`config.mk`:
```
export PLATFORM = sky130hd
export DESIGN_NAME = keyword_lexer
export DESIGN_NICKNAME = d
export VERILOG_FILES = /design/src/rtl/kwl_pkg.sv /design/src/rtl/kwl_keyword_bank.sv /design/src/rtl/kwl_scanner.sv /design/src/rtl/kwl_result_queue.sv /design/src/rtl/keyword_lexer.sv
export SDC_FILE = /design/constraint.sdc
export NUM_CORES = 1
export LEC_CHECK = 0
export BUFFER_PORTS_ARGS = -buffer_cell sky130_fd_sc_hd__buf_2
export CORE_MARGIN = 2
export CORE_UTILIZATION = 60
export CTS_BUF_LIST = sky130_fd_sc_hd__clkbuf_16
export DETAILED_ROUTE_END_ITERATION = 6
export PLACE_DENSITY_LB_ADDON = 0.05
export REMOVE_ABC_BUFFERS = 1
export SLEW_MARGIN = 20
export SYNTH_ARGS = -nofsm -noshare
export SYNTH_HDL_FRONTEND = slang
export SYNTH_SLANG_ARGS = --single-unit
```
`constraint.sdc`:
```
create_clock -name clk -period 9 [get_ports clk]
set_input_delay 1.35 -clock clk [delete_from_list [all_inputs] [get_ports clk]]
set_output_delay 1.35 -clock clk [all_outputs]
set_load 0.005 [all_outputs]
```
`src/rtl/kwl_pkg.sv`:
```
`timescale 1ns / 1ps
// ----------------------------------------------------------------------------
// kwl_pkg
// Types, codes and character class helpers shared by the keyword lexer.
// ----------------------------------------------------------------------------
package kwl_pkg;

  localparam int CHAR_BITS      = 8;
  localparam int KW_BITS        = 48;
  localparam int CFG_INDEX_BITS = 4;
  localparam int KIND_BITS      = 3;
  localparam int QUEUE_DEPTH    = 4;

  typedef logic [CHAR_BITS-1:0] char_t;
  typedef logic [KW_BITS-1:0]   kw_word_t;

  typedef enum logic [1:0] {
    MODE_IDLE   = 2'd0,
    MODE_IDENT  = 2'd1,
    MODE_NUMBER = 2'd2
  } scan_mode_t;

  typedef enum logic [KIND_BITS-1:0] {
    KIND_KEYWORD = 3'd0,
    KIND_IDENT   = 3'd1,
    KIND_NUMBER  = 3'd2,
    KIND_SYMBOL  = 3'd3,
    KIND_UNKNOWN = 3'd4,
    KIND_END     = 3'd5
  } token_kind_t;

  // default keyword text: if, else, while, return
  function automatic kw_word_t kw_default(input int unsigned idx);
    kw_word_t w;
    unique case (idx)
      0:       w = 48'h0000_0000_6669;
      1:       w = 48'h0000_6573_6C65;
      2:       w = 48'h0065_6C69_6877;
      3:       w = 48'h6E72_7574_6572;
      default: w = '0;
    endcase
    return w;
  endfunction

  function automatic logic is_letter(input char_t c);
    return (c >= "a" && c <= "z") || (c >= "A" && c <= "Z") || c == "_";
  endfunction

  function automatic logic is_decimal(input char_t c);
    return c >= "0" && c <= "9";
  endfunction

  function automatic logic is_blank(input char_t c);
    return c == " " || c == 8'h09 || c == 8'h0D || c == 8'h0A;
  endfunction

  function automatic logic is_symbol(input char_t c);
    return c == "+" || c == "-" || c == "*" || c == "/" ||
           c == "=" || c == ";" || c == "(" || c == ")";
  endfunction

endpackage

```
`src/rtl/kwl_keyword_bank.sv`:
```
`timescale 1ns / 1ps
// ----------------------------------------------------------------------------
// kwl_keyword_bank
// Keyword registers with their write port and the parallel text compare.
// ----------------------------------------------------------------------------
module kwl_keyword_bank #(
  parameter int KEYWORD_COUNT = 4,
  parameter int KEYWORD_CHARS = 6
) (
  input  logic                               clk,
  input  logic                               rst_n,
  input  logic                               cfg_valid,
  input  logic [kwl_pkg::CFG_INDEX_BITS-1:0] cfg_index,
  input  kwl_pkg::kw_word_t                  cfg_data,
  input  logic [8*KEYWORD_CHARS-1:0]         prefix,
  output logic                               hit
);
  import kwl_pkg::*;

  localparam int PW = 8 * KEYWORD_CHARS;
  localparam int CW = (PW > KW_BITS) ? PW : KW_BITS;

  kw_word_t kw_r [KEYWORD_COUNT];
  logic [CW-1:0] pre_ext;

  always_ff @(posedge clk) begin
    if (!rst_n) begin
      for (int i = 0; i < KEYWORD_COUNT; i++) begin
        kw_r[i] <= kw_default(i);
      end
    end else if (cfg_valid) begin
      // writes beyond the register list fall through
      for (int i = 0; i < KEYWORD_COUNT; i++) begin
        if (cfg_index == CFG_INDEX_BITS'(i)) begin
          kw_r[i] <= cfg_data;
        end
      end
    end
  end

  assign pre_ext = CW'(prefix);

  always_comb begin
    logic [CW-1:0] kw_ext;
    hit = 1'b0;
    for (int i = 0; i < KEYWORD_COUNT; i++) begin
      kw_ext = CW'(kw_r[i]);
      if (kw_ext[PW-1:0] == pre_ext[PW-1:0]) begin
        hit = 1'b1;
      end
    end
  end

endmodule

```
`src/rtl/kwl_scanner.sv`:
```
`timescale 1ns / 1ps
// ----------------------------------------------------------------------------
// kwl_scanner
// Per-byte scan state and token result generation, zero to two results a byte.
// ----------------------------------------------------------------------------
module kwl_scanner #(
  parameter int KEYWORD_CHARS = 6,
  parameter int POSITION_BITS = 32,
  parameter int LENGTH_BITS   = 16,
  parameter int RW            = 3 + 32 + 16 + 9
) (
  input  logic                       clk,
  input  logic                       rst_n,
  input  logic                       in_fire,
  input  kwl_pkg::char_t             char_in,
  input  logic                       kw_hit,
  output logic [8*KEYWORD_CHARS-1:0] prefix,
  output logic [1:0]                 wr_cnt,
  output logic [RW-1:0]              res_a,
  output logic [RW-1:0]              res_b
);
  import kwl_pkg::*;

  localparam int PW = 8 * KEYWORD_CHARS;

  scan_mode_t               mode_r, mode_nxt;
  logic [PW-1:0]            prefix_r, prefix_nxt;
  logic [LENGTH_BITS-1:0]   run_len_r, run_len_nxt;
  logic [POSITION_BITS-1:0] run_start_r, run_start_nxt;
  logic [POSITION_BITS-1:0] byte_pos_r, byte_pos_nxt;

  logic        c_letter, c_digit, c_blank;
  logic        cont, flush, new_res;
  token_kind_t flush_kind, new_kind;
  logic [LENGTH_BITS-1:0] run_len_inc;

  assign c_letter = is_letter(char_in);
  assign c_digit  = is_decimal(char_in);
  assign c_blank  = is_blank(char_in);
  assign prefix   = prefix_r;

  assign run_len_inc = (run_len_r == '1) ? run_len_r : run_len_r + 1'b1;

  // next state
  always_comb begin
    cont = 1'b0;
    unique case (mode_r)
      MODE_IDENT:  cont = c_letter || c_digit;
      MODE_NUMBER: cont = c_digit;
      default:     cont = 1'b0;
    endcase

    mode_nxt      = mode_r;
    prefix_nxt    = prefix_r;
    run_len_nxt   = run_len_r;
    run_start_nxt = run_start_r;
    byte_pos_nxt  = byte_pos_r + 1'b1;

    if (cont) begin
      run_len_nxt = run_len_inc;
      if (mode_r == MODE_IDENT) begin
        for (int i = 0; i < KEYWORD_CHARS; i++) begin
          if (run_len_r == LENGTH_BITS'(i)) begin
            prefix_nxt[8*i +: 8] = prefix_r[8*i +: 8] | char_in;
          end
        end
      end
    end else begin
      mode_nxt = MODE_IDLE;
      if (char_in == '0) begin
        byte_pos_nxt = '0;
      end else if (c_letter) begin
        mode_nxt      = MODE_IDENT;
        run_start_nxt = byte_pos_r;
        run_len_nxt   = LENGTH_BITS'(1);
        prefix_nxt    = PW'(char_in);
      end else if (c_digit) begin
        mode_nxt      = MODE_NUMBER;
        run_start_nxt = byte_pos_r;
        run_len_nxt   = LENGTH_BITS'(1);
        prefix_nxt    = '0;
      end
    end
  end

  // results
  always_comb begin
    flush      = 1'b0;
    flush_kind = KIND_IDENT;
    new_res    = 1'b0;
    new_kind   = KIND_UNKNOWN;

    if (!cont) begin
      if (mode_r == MODE_IDENT) begin
        flush      = 1'b1;
        // keyword only while the whole text fits in the prefix
        flush_kind = (kw_hit && run_len_r <= LENGTH_BITS'(KEYWORD_CHARS)) ?
                     KIND_KEYWORD : KIND_IDENT;
      end else if (mode_r == MODE_NUMBER) begin
        flush      = 1'b1;
        flush_kind = KIND_NUMBER;
      end

      if (char_in == '0) begin
        new_res  = 1'b1;
        new_kind = KIND_END;
      end else if (!c_blank && !c_letter && !c_digit) begin
        new_res  = 1'b1;
        new_kind = is_symbol(char_in) ? KIND_SYMBOL : KIND_UNKNOWN;
      end
    end
  end

  always_comb begin
    logic [RW-1:0] flush_word, new_word;
    logic          new_last;
    new_last   = 1'b1;
    flush_word = {flush_kind, run_start_r, run_len_r, CHAR_BITS'(0), !new_res};
    new_word   = {new_kind, byte_pos_r,
                  (new_kind == KIND_END) ? LENGTH_BITS'(0) : LENGTH_BITS'(1),
                  (new_kind == KIND_END) ? CHAR_BITS'(0) : char_in, new_last};
    res_a  = flush ? flush_word : new_word;
    res_b  = new_word;
    wr_cnt = in_fire ? (2'(flush) + 2'(new_res)) : 2'd0;
  end

  always_ff @(posedge clk) begin
    if (!rst_n) begin
      mode_r      <= MODE_IDLE;
      prefix_r    <= '0;
      run_len_r   <= '0;
      run_start_r <= '0;
      byte_pos_r  <= '0;
    end else if (in_fire) begin
      mode_r      <= mode_nxt;
      prefix_r    <= prefix_nxt;
      run_len_r   <= run_len_nxt;
      run_start_r <= run_start_nxt;
      byte_pos_r  <= byte_pos_nxt;
    end
  end

  a_end_restarts: assert property (@(posedge clk) disable iff (!rst_n)
    in_fire && char_in == '0 |=> byte_pos_r == '0 && mode_r == MODE_IDLE)
    else $error("end of text did not restart the scan");

  a_run_nonempty: assert property (@(posedge clk) disable iff (!rst_n)
    mode_r != MODE_IDLE |-> run_len_r != '0)
    else $error("open run with zero length");

  a_two_needs_run: assert property (@(posedge clk) disable iff (!rst_n)
    wr_cnt == 2'd2 |-> mode_r != MODE_IDLE)
    else $error("two results without a pending run");

endmodule

```
`src/rtl/kwl_result_queue.sv`:
```
`timescale 1ns / 1ps
// ----------------------------------------------------------------------------
// kwl_result_queue
// Small result queue: up to two writes and one read per cycle.
// ----------------------------------------------------------------------------
module kwl_result_queue #(
  parameter int RW = 60
) (
  input  logic          clk,
  input  logic          rst_n,
  input  logic [1:0]    wr_cnt,
  input  logic [RW-1:0] wr_a,
  input  logic [RW-1:0] wr_b,
  output logic          full2,
  output logic          rd_valid,
  input  logic          rd_stall,
  output logic [RW-1:0] rd_data
);
  import kwl_pkg::*;

  localparam int DEPTH = QUEUE_DEPTH;
  localparam int PTR   = $clog2(DEPTH);
  localparam int CNT   = $clog2(DEPTH + 1);

  logic [RW-1:0]  mem_r [DEPTH];
  logic [PTR-1:0] wr_ptr_r, wr_ptr_nxt, wr_ptr_p1, rd_ptr_r, rd_ptr_nxt;
  logic [CNT-1:0] count_r, count_nxt;
  logic           rd_fire;

  assign rd_valid  = count_r != '0;
  assign rd_fire   = rd_valid && !rd_stall;
  assign rd_data   = mem_r[rd_ptr_r];
  // room for two more results is needed before a byte is taken
  assign full2     = count_r > CNT'(DEPTH - 2);
  assign wr_ptr_p1 = wr_ptr_r + 1'b1;

  always_comb begin
    wr_ptr_nxt = wr_ptr_r + PTR'(wr_cnt);
    rd_ptr_nxt = rd_fire ? rd_ptr_r + 1'b1 : rd_ptr_r;
    count_nxt  = count_r + CNT'(wr_cnt) - CNT'(rd_fire);
  end

  always_ff @(posedge clk) begin
    if (wr_cnt != 2'd0) begin
      mem_r[wr_ptr_r] <= wr_a;
    end
    if (wr_cnt == 2'd2) begin
      mem_r[wr_ptr_p1] <= wr_b;
    end
  end

  always_ff @(posedge clk) begin
    if (!rst_n) begin
      wr_ptr_r <= '0;
      rd_ptr_r <= '0;
      count_r  <= '0;
    end else begin
      wr_ptr_r <= wr_ptr_nxt;
      rd_ptr_r <= rd_ptr_nxt;
      count_r  <= count_nxt;
    end
  end

  a_no_overflow: assert property (@(posedge clk) disable iff (!rst_n)
    wr_cnt != 2'd0 |-> (CNT + 1)'(count_r) + (CNT + 1)'(wr_cnt) <= (CNT + 1)'(DEPTH))
    else $error("result queue overflow");

  a_ptr_gap: assert property (@(posedge clk) disable iff (!rst_n)
    count_r != CNT'(DEPTH) |-> PTR'(wr_ptr_r - rd_ptr_r) == PTR'(count_r))
    else $error("queue pointers disagree with count");

  a_pop_only: assert property (@(posedge clk) disable iff (!rst_n)
    rd_fire && wr_cnt == 2'd0 |=> count_r == $past(count_r) - 1'b1)
    else $error("queue count wrong after a read");

endmodule

```
`src/rtl/keyword_lexer.sv`:
```
`timescale 1ns / 1ps
// ----------------------------------------------------------------------------
// keyword_lexer
// Streaming tokenizer: one text byte per transaction, identifiers, keywords,
// numbers, symbols, unknown bytes and end of text, with source positions.
//
//   channel  direction  handshake            payload
//   in_      sink       in_valid / in_stall  in_char_in
//   out_     source     out_valid/out_stall  kind, start, length, char, last
//   cfg_     sink       cfg_valid/cfg_ready  cfg_index, cfg_data
//
// One byte is taken per cycle while in_stall is low; its results are written
// to a four-entry queue in the same cycle, and from an empty queue the first
// is offered in the next cycle. A byte that ends a run can give two results,
// but a byte that gave none always comes between two such bytes, so one queue
// read per cycle keeps up with one byte a cycle. in_stall rises when the queue
// has fewer than two free entries, which happens only while out_stall holds
// results back. Synchronous reset clears the scan state and the queue and
// loads the default keywords; cfg_ready is always high.
// ----------------------------------------------------------------------------
module keyword_lexer #(
  parameter int KEYWORD_COUNT = 4,
  parameter int KEYWORD_CHARS = 6,
  parameter int POSITION_BITS = 32,
  parameter int LENGTH_BITS   = 16
) (
  input  logic                               clk,
  input  logic                               rst_n,
  input  logic                               in_valid,
  output logic                               in_stall,
  input  kwl_pkg::char_t                     in_char_in,
  output logic                               out_valid,
  input  logic                               out_stall,
  output logic [kwl_pkg::KIND_BITS-1:0]      out_token_kind,
  output logic [POSITION_BITS-1:0]           out_token_start,
  output logic [LENGTH_BITS-1:0]             out_token_length,
  output kwl_pkg::char_t                     out_char_value,
  output logic                               out_last_of_run,
  input  logic                               cfg_valid,
  output logic                               cfg_ready,
  input  logic [kwl_pkg::CFG_INDEX_BITS-1:0] cfg_index,
  input  kwl_pkg::kw_word_t                  cfg_data
);
  import kwl_pkg::*;

  localparam int RW = KIND_BITS + POSITION_BITS + LENGTH_BITS + CHAR_BITS + 1;

  logic                       in_fire, full2, kw_hit;
  logic [8*KEYWORD_CHARS-1:0] prefix;
  logic [1:0]                 wr_cnt;
  logic [RW-1:0]              res_a, res_b, rd_data;

  assign in_stall  = full2;
  assign in_fire   = in_valid && !full2;
  assign cfg_ready = 1'b1;

  kwl_keyword_bank #(
    .KEYWORD_COUNT (KEYWORD_COUNT),
    .KEYWORD_CHARS (KEYWORD_CHARS)
  ) u_bank (
    .clk       (clk),
    .rst_n     (rst_n),
    .cfg_valid (cfg_valid),
    .cfg_index (cfg_index),
    .cfg_data  (cfg_data),
    .prefix    (prefix),
    .hit       (kw_hit)
  );

  kwl_scanner #(
    .KEYWORD_CHARS (KEYWORD_CHARS),
    .POSITION_BITS (POSITION_BITS),
    .LENGTH_BITS   (LENGTH_BITS),
    .RW            (RW)
  ) u_scan (
    .clk     (clk),
    .rst_n   (rst_n),
    .in_fire (in_fire),
    .char_in (in_char_in),
    .kw_hit  (kw_hit),
    .prefix  (prefix),
    .wr_cnt  (wr_cnt),
    .res_a   (res_a),
    .res_b   (res_b)
  );

  kwl_result_queue #(
    .RW (RW)
  ) u_queue (
    .clk      (clk),
    .rst_n    (rst_n),
    .wr_cnt   (wr_cnt),
    .wr_a     (res_a),
    .wr_b     (res_b),
    .full2    (full2),
    .rd_valid (out_valid),
    .rd_stall (out_stall),
    .rd_data  (rd_data)
  );

  assign {out_token_kind, out_token_start, out_token_length,
          out_char_value, out_last_of_run} = rd_data;

endmodule
```
======== Word level (Yosys, flattened, before mapping) ========
Memory sizes are Yosys's and may differ from the RTL's. A register that Yosys moved wholly into a read port is not among the register bits.
Cells that the tools add are included.
Widths: inputs -> output; s select.
word-level totals
  word-level logic and storage cells ...... 202
  memories ................................ 2
  input port bits ......................... 65
  output and inout port bits .............. 63
  RAM bits ................................ 432
  flip-flop bits (word level) ............. 137
memories
  name           depth  bits a word  read ports  clocked after memory_dff  wr ports  RTL line                RTL
  u_queue.mem_r  4      60           1           1                         2         kwl_result_queue.sv:25  logic [RW-1:0] mem_r [DEPTH];
  u_bank.kw_r    4      48           4           0                         4         kwl_keyword_bank.sv:23  kw_word_t kw_r [KEYWORD_COUNT];
cells by class
  add/sub/neg operators ................... 8
  equal/unequal tests ..................... 39
  reduce and logical (&&, ||, !) cells .... 43
  bitwise logic cells ..................... 12
  magnitude comparators ................... 8
  mux-type cells .......................... 77
operators with widths
  kind                   count
  $mux 48                13
  $eq 48x48->1           4
  $mux 32                4
  $mux 16                5
  $eq 8x6->1 const B     9
  $mux 60                1
  $mux 8                 7
  $or 8x8->8             6
  $mux 1                 33
  $add 32x1->32 const B  1
  $eq 16x2->1 const B    2
  $eq 16x3->1 const B    2
  $reduce_and 5->1       6
  $eq 8x4->1 const B     3
  $mux 3                 6
  $add 16x1->16 const B  1
  $eq 16x1->1 const B    1
  $eq 16x16->1 const B   1
  $ge 8x7->1 const B     2
  $le 16x3->1 const B    1
  $le 8x7->1 const B     2
  $logic_not 16->1       1
  $ne 2x2->1 const B     8
  $mux 2                 7
  27 further kinds       61

======== Longest topological paths before layout ========
  depth after elaboration ................. 15
  gate-level depth with buffers ........... 17
  gate-level depth less buffers ........... 14

======== Modules after synthesis ========
A second synthesis with hierarchy kept.
unflattened totals
  cell total of the unflattened synthesis .. 2,088
  area total of the unflattened synthesis .. 28,233.3 sq um
by module, submodules not included
  module            sequential area each (sq um)  times used  cells each  area each (sq um)
  kwl_result_queue  7,387.1                       1           635         12,263.0
  kwl_keyword_bank  5,765.5                       1           728         9,487.8
  kwl_scanner       2,602.5                       1           722         6,457.4
  keyword_lexer     0.0                           1           3           25.0

======== Least setup slack after synthesis ========
Ideal clock, no wire load.
  kind .................................... input to register
  start ................................... input port cfg_index[1] (netlist bit)
  end ..................................... memory u_bank.kw_r[1][0] (netlist bit), enable pin
  slack ................................... 3.268 ns
  data arrival time ....................... 5.212 ns
  cell stages on the path ................. 4
  path buffers ............................ 2
  setup time .............................. 0.520 ns
  required time ........................... 8.480 ns
  cell sequence ........................... nand2b_1 -> clkbuf_1 -> clkbuf_1 -> o21ai_0
RTL lines
  item         RTL line                RTL
  from (decl)  keyword_lexer.sv:41     input logic [kwl_pkg::CFG_INDEX_BITS-1:0] cfg_index,
  to (decl)    kwl_keyword_bank.sv:23

==> impl_metrics.ini <==
[run_status]
status = completed

[synthesis]
yosys_register_bits = 571
yosys.area.top_type_share = 0.4275
yosys.area_share.simple = 0.1339
synthCells = 2091
yosys.area.top_type = edfxtp_1
muxShareOfSynthArea = 0.05305
synth_fa_ha_area_frac = 0.006099
synth-edff-count = 368
synth_area_per_cell_sq_um = 12.36
ys_types = 69
synth_ff_type = edfxtp_1
synth_warnings = 0
async_reset_ff_frac = 0
syn_area_sq_mm = 0.02585
ys_top_cells_by_area = edfxtp_1 43%, dfxtp_1 16%, xnor2_1 7.3%
synth_top_family_by_area = simple AND/OR/NAND/NOR gates
ys_seq_area_frac = 0.5847
synth_xor_area_frac = 0.08166
synth_compound_area_frac = 0.1046

[finish]
area_growth_pct = 10.62
final_cell_area_sq_mm = 0.02859
nets = 2178
fin_util = 0.6682
antenna_cells = 0
drive_above_1_share = 0.1601

[grt]
grt_pass1_wl_microns = 102500
antenna_found_initial = 0
grt_max_degree = 69
grt_use_total = 0.3054
overflow = 0
grt_pass1_vias = 16602

[flow_run]
cap_violations = 0

[route]
firstDrtPassIters = 5
highest_layer = met4
wl_per_cell_microns = 25.09
dr_wl_met3_microns = 4278
via_per_inst = 6.302
wl_met2_microns = 33650
wirelength_met1_microns = 27220
drc = 0
drt_iter0_markers = 1612
num_vias = 16984
wirelength_microns = 67610
ant_nets = 0

[critical_path]
cp.required_ns = 9.45
arrival_ns = 6.02
cp_slowest_stage_delay_ns = 0.66
critPathLaunchType = input port
crit_chain = buf_2, nor3b_2, and3_1, a21oi_4, o21bai_4, inv_1, ha_1, nor2_1, nor4_1, nand2_1, o21ai_4, buf_4, a32oi_1, o21ai_0
crit_family = simple AND/OR/NAND/NOR gates
cp_max_fo = 24
crit_path_end_kind = flip-flop
critical_path.slowest_cell = nor4_1
critPathKind = in2reg
crit_buf_inv = 3

[sta]
fin_crit_sh = 0.6193
hold_viol_final = 0
fin_crit_ns = 5.574
maxSlewHeadroom = 0.2381
rsz0062_at_grt = no
timing.fmax_mhz = 179.4
finClkSkew_ns = 0.02379
slew_viol_final = 0
fin_tns_setup_ns = 0
tightest_slew_ns = 1.143
setup-violations-final = 0

[floorplanning]
ios = 128
die-area_sq_mm = 0.04476
die_x_microns = 211.6
num_rows = 76
core_area_sq_mm = 0.04279
start_util = 0.6041
die_y_microns = 211.6

[power]
peakVddDrop_mv = 0.1764
leakage_uw = 0.009582
power_uw = 6356
p_per_area_mw_per_mm2 = 222.3

[clocking]
post-cts-setup-buffers = 0
clock_latency_ns = 0.62
clock_sinks = 571
cts-resized-gates = 0
cts_tree = built
cts_buffers = 58
ctsHoldBuffers = 0
root_buffer = clkbuf_16
path_clk_slew_ns = 0.06
htreeDepth = 2
clk_path_buf_depth = 3

[placement]
dp.final_hpwl_microns = 41810
place.gp.congestion = 0.8699
place_area_sq_mm = 0.02674
io_buffers = 126

[hold_path]
hp-class = reg2reg
## per-layer routing
metal / vias to the layer above / GRT usage
li1: 7698 / -
met1: 8491 / 0.4015
met2: 668 / 0.5211
met3: 127 / 0.04154
met4: 0 / 0.1110
met5: - / 0
## sequential cells by signal, indices dropped and copies added (netlist names), named ones only
| name | count |
|---|---|
| u_bank.kw_r | 192 |
| u_queue.count_r | 3 |
| u_queue.mem_r | 240 |
| u_queue.rd_ptr_r | 2 |
| u_queue.wr_ptr_r | 2 |
| u_scan.byte_pos_r | 32 |
| u_scan.mode_r | 2 |
| u_scan.prefix | 48 |
| u_scan.run_len_r | 16 |
| u_scan.run_start_r | 32 |
## area by class of cell
| cell class | count | area, sq um |
|---|---|---|
| Sequential cell | 571 | 15120 |
| Multi-Input combinational cell | 1291 | 9982 |
| Clock buffer | 59 | 1476 |
| Clock inverter | 49 | 367.9 |
| Inverter | 19 | 77.57 |
| Timing Repair Buffer | 160 | 885.9 |
| Tap cell | 546 | 683.2 |
| Fill cell | 3175 | 14200 |
## synth_stat cells, types with 3 or more instances
cell type / instances
nor4_1: 26
nand2b_1: 15
nand2_1: 101
clkbuf_1: 161
nor2_1: 110
xnor2_1: 214
o21ai_0: 15
xor2_1: 27
or3_1: 74
and3_1: 11
dfxtp_1: 203
buf_1: 13
edfxtp_1: 368
a22o_1: 203
o22ai_1: 6
ha_1: 11
buf_2: 28
mux4_2: 60
nor3_1: 11
and2_1: 161
o21ai_1: 6
a32o_1: 8
inv_1: 18
a21oi_1: 50
a2111o_1: 3
and4_1: 6
buf_4: 8
or2_2: 3
nand3_1: 36
nand4_1: 64
a31oi_1: 21
## placed cells by master (no fill, tap or decap), types with 3 or more instances in the layout
| master | n |
|---|---|
| edfxtp_1 | 368 |
| xnor2_1 | 214 |
| a22o_1 | 203 |
| dfxtp_1 | 201 |
| and2_1 | 161 |
| buf_2 | 126 |
| nor2_1 | 103 |
| nand2_1 | 101 |
| or3_1 | 74 |
| nand4_1 | 64 |
| mux4_2 | 60 |
| clkbuf_16 | 59 |
| a21oi_1 | 50 |
| nand3_1 | 35 |
| buf_4 | 34 |
| inv_1 | 32 |
| xor2_1 | 27 |
| nor4_1 | 26 |
| a31oi_1 | 21 |
| nand2b_1 | 15 |
| clkinv_2 | 14 |
| o21ai_0 | 12 |
| and3_1 | 11 |
| ha_1 | 11 |
| nor3_1 | 10 |
| clkinv_1 | 9 |
| a32o_1 | 8 |
| o21ai_4 | 7 |
| o22ai_1 | 6 |
| and4_1 | 6 |
| bufinv_16 | 6 |
| nor2_4 | 5 |
| or2_2 | 3 |
| inv_2 | 3 |
| a2111o_1 | 3 |
## report_power, final
part	internal [uW]	leakage [uW]	switching [uW]	total (uW)
clock	1350	0.000978	1010	2360
combinational	393	0.00346	550	943
sequential	2960	0.00514	99.1	3050
total	4700	0.00958	1660	6360
## per-stage QoR
step / worst slack, ns / hold WS [ns] / std cells
2_1_floorplan: 3.322 / 0.4310 / 1881
3_3_place_gp: 2.811 / 0.4408 / 2587
3_5_place_dp: 2.757 / 0.4541 / 2587
4_1_cts: 3.377 / 0.4702 / 2695
5_1_grt: 3.070 / 0.4841 / 2695
6_report: 3.426 / 0.4710 / 2695
## worst register-to-register path: cells and delay by family, from the launching register on
kind                       cells  cell delay (ns)
buffers and inverters          3             0.75
DFF                            1             0.36
AOI/OAI and AO/OA              4             1.12
and+or+nand+nor                3             1.03
adders and majority gates      2             1.21
## path summary, 6_finish.rpt
path | from | to | slack, ns | cells past startpoint
setup / recovery | in_char_in[5] | u_queue.mem_r[2][57]$_DFFE_PP_ | 3.43 | 14
hold / removal | u_queue.mem_r[3][15]$_SDFFE_PP0N_ | u_queue.mem_r[3][15]$_SDFFE_PP0N_ | 0.47 | 1
setup reg to reg | u_scan.mode_r[0]$_SDFFE_PN0P_ | u_queue.mem_r[2][57]$_DFFE_PP_ | 4.36 | 12
hold reg to reg | u_queue.mem_r[3][15]$_SDFFE_PP0N_ | u_queue.mem_r[3][15]$_SDFFE_PP0N_ | 0.47 | 1
## logic make-up after synthesis
| kind of cell | Yosys count |
|---|---|
| AOI/OAI and AO/OA | 341 |
| xor gates and xnor gates | 241 |
| adders and majority gates | 12 |
| buffers and inverters | 229 |
| DFF | 571 |
| muxes | 62 |
| other | 1 |
| and+or+nand+nor | 634 |
Power figures use the tool's default switching activity.
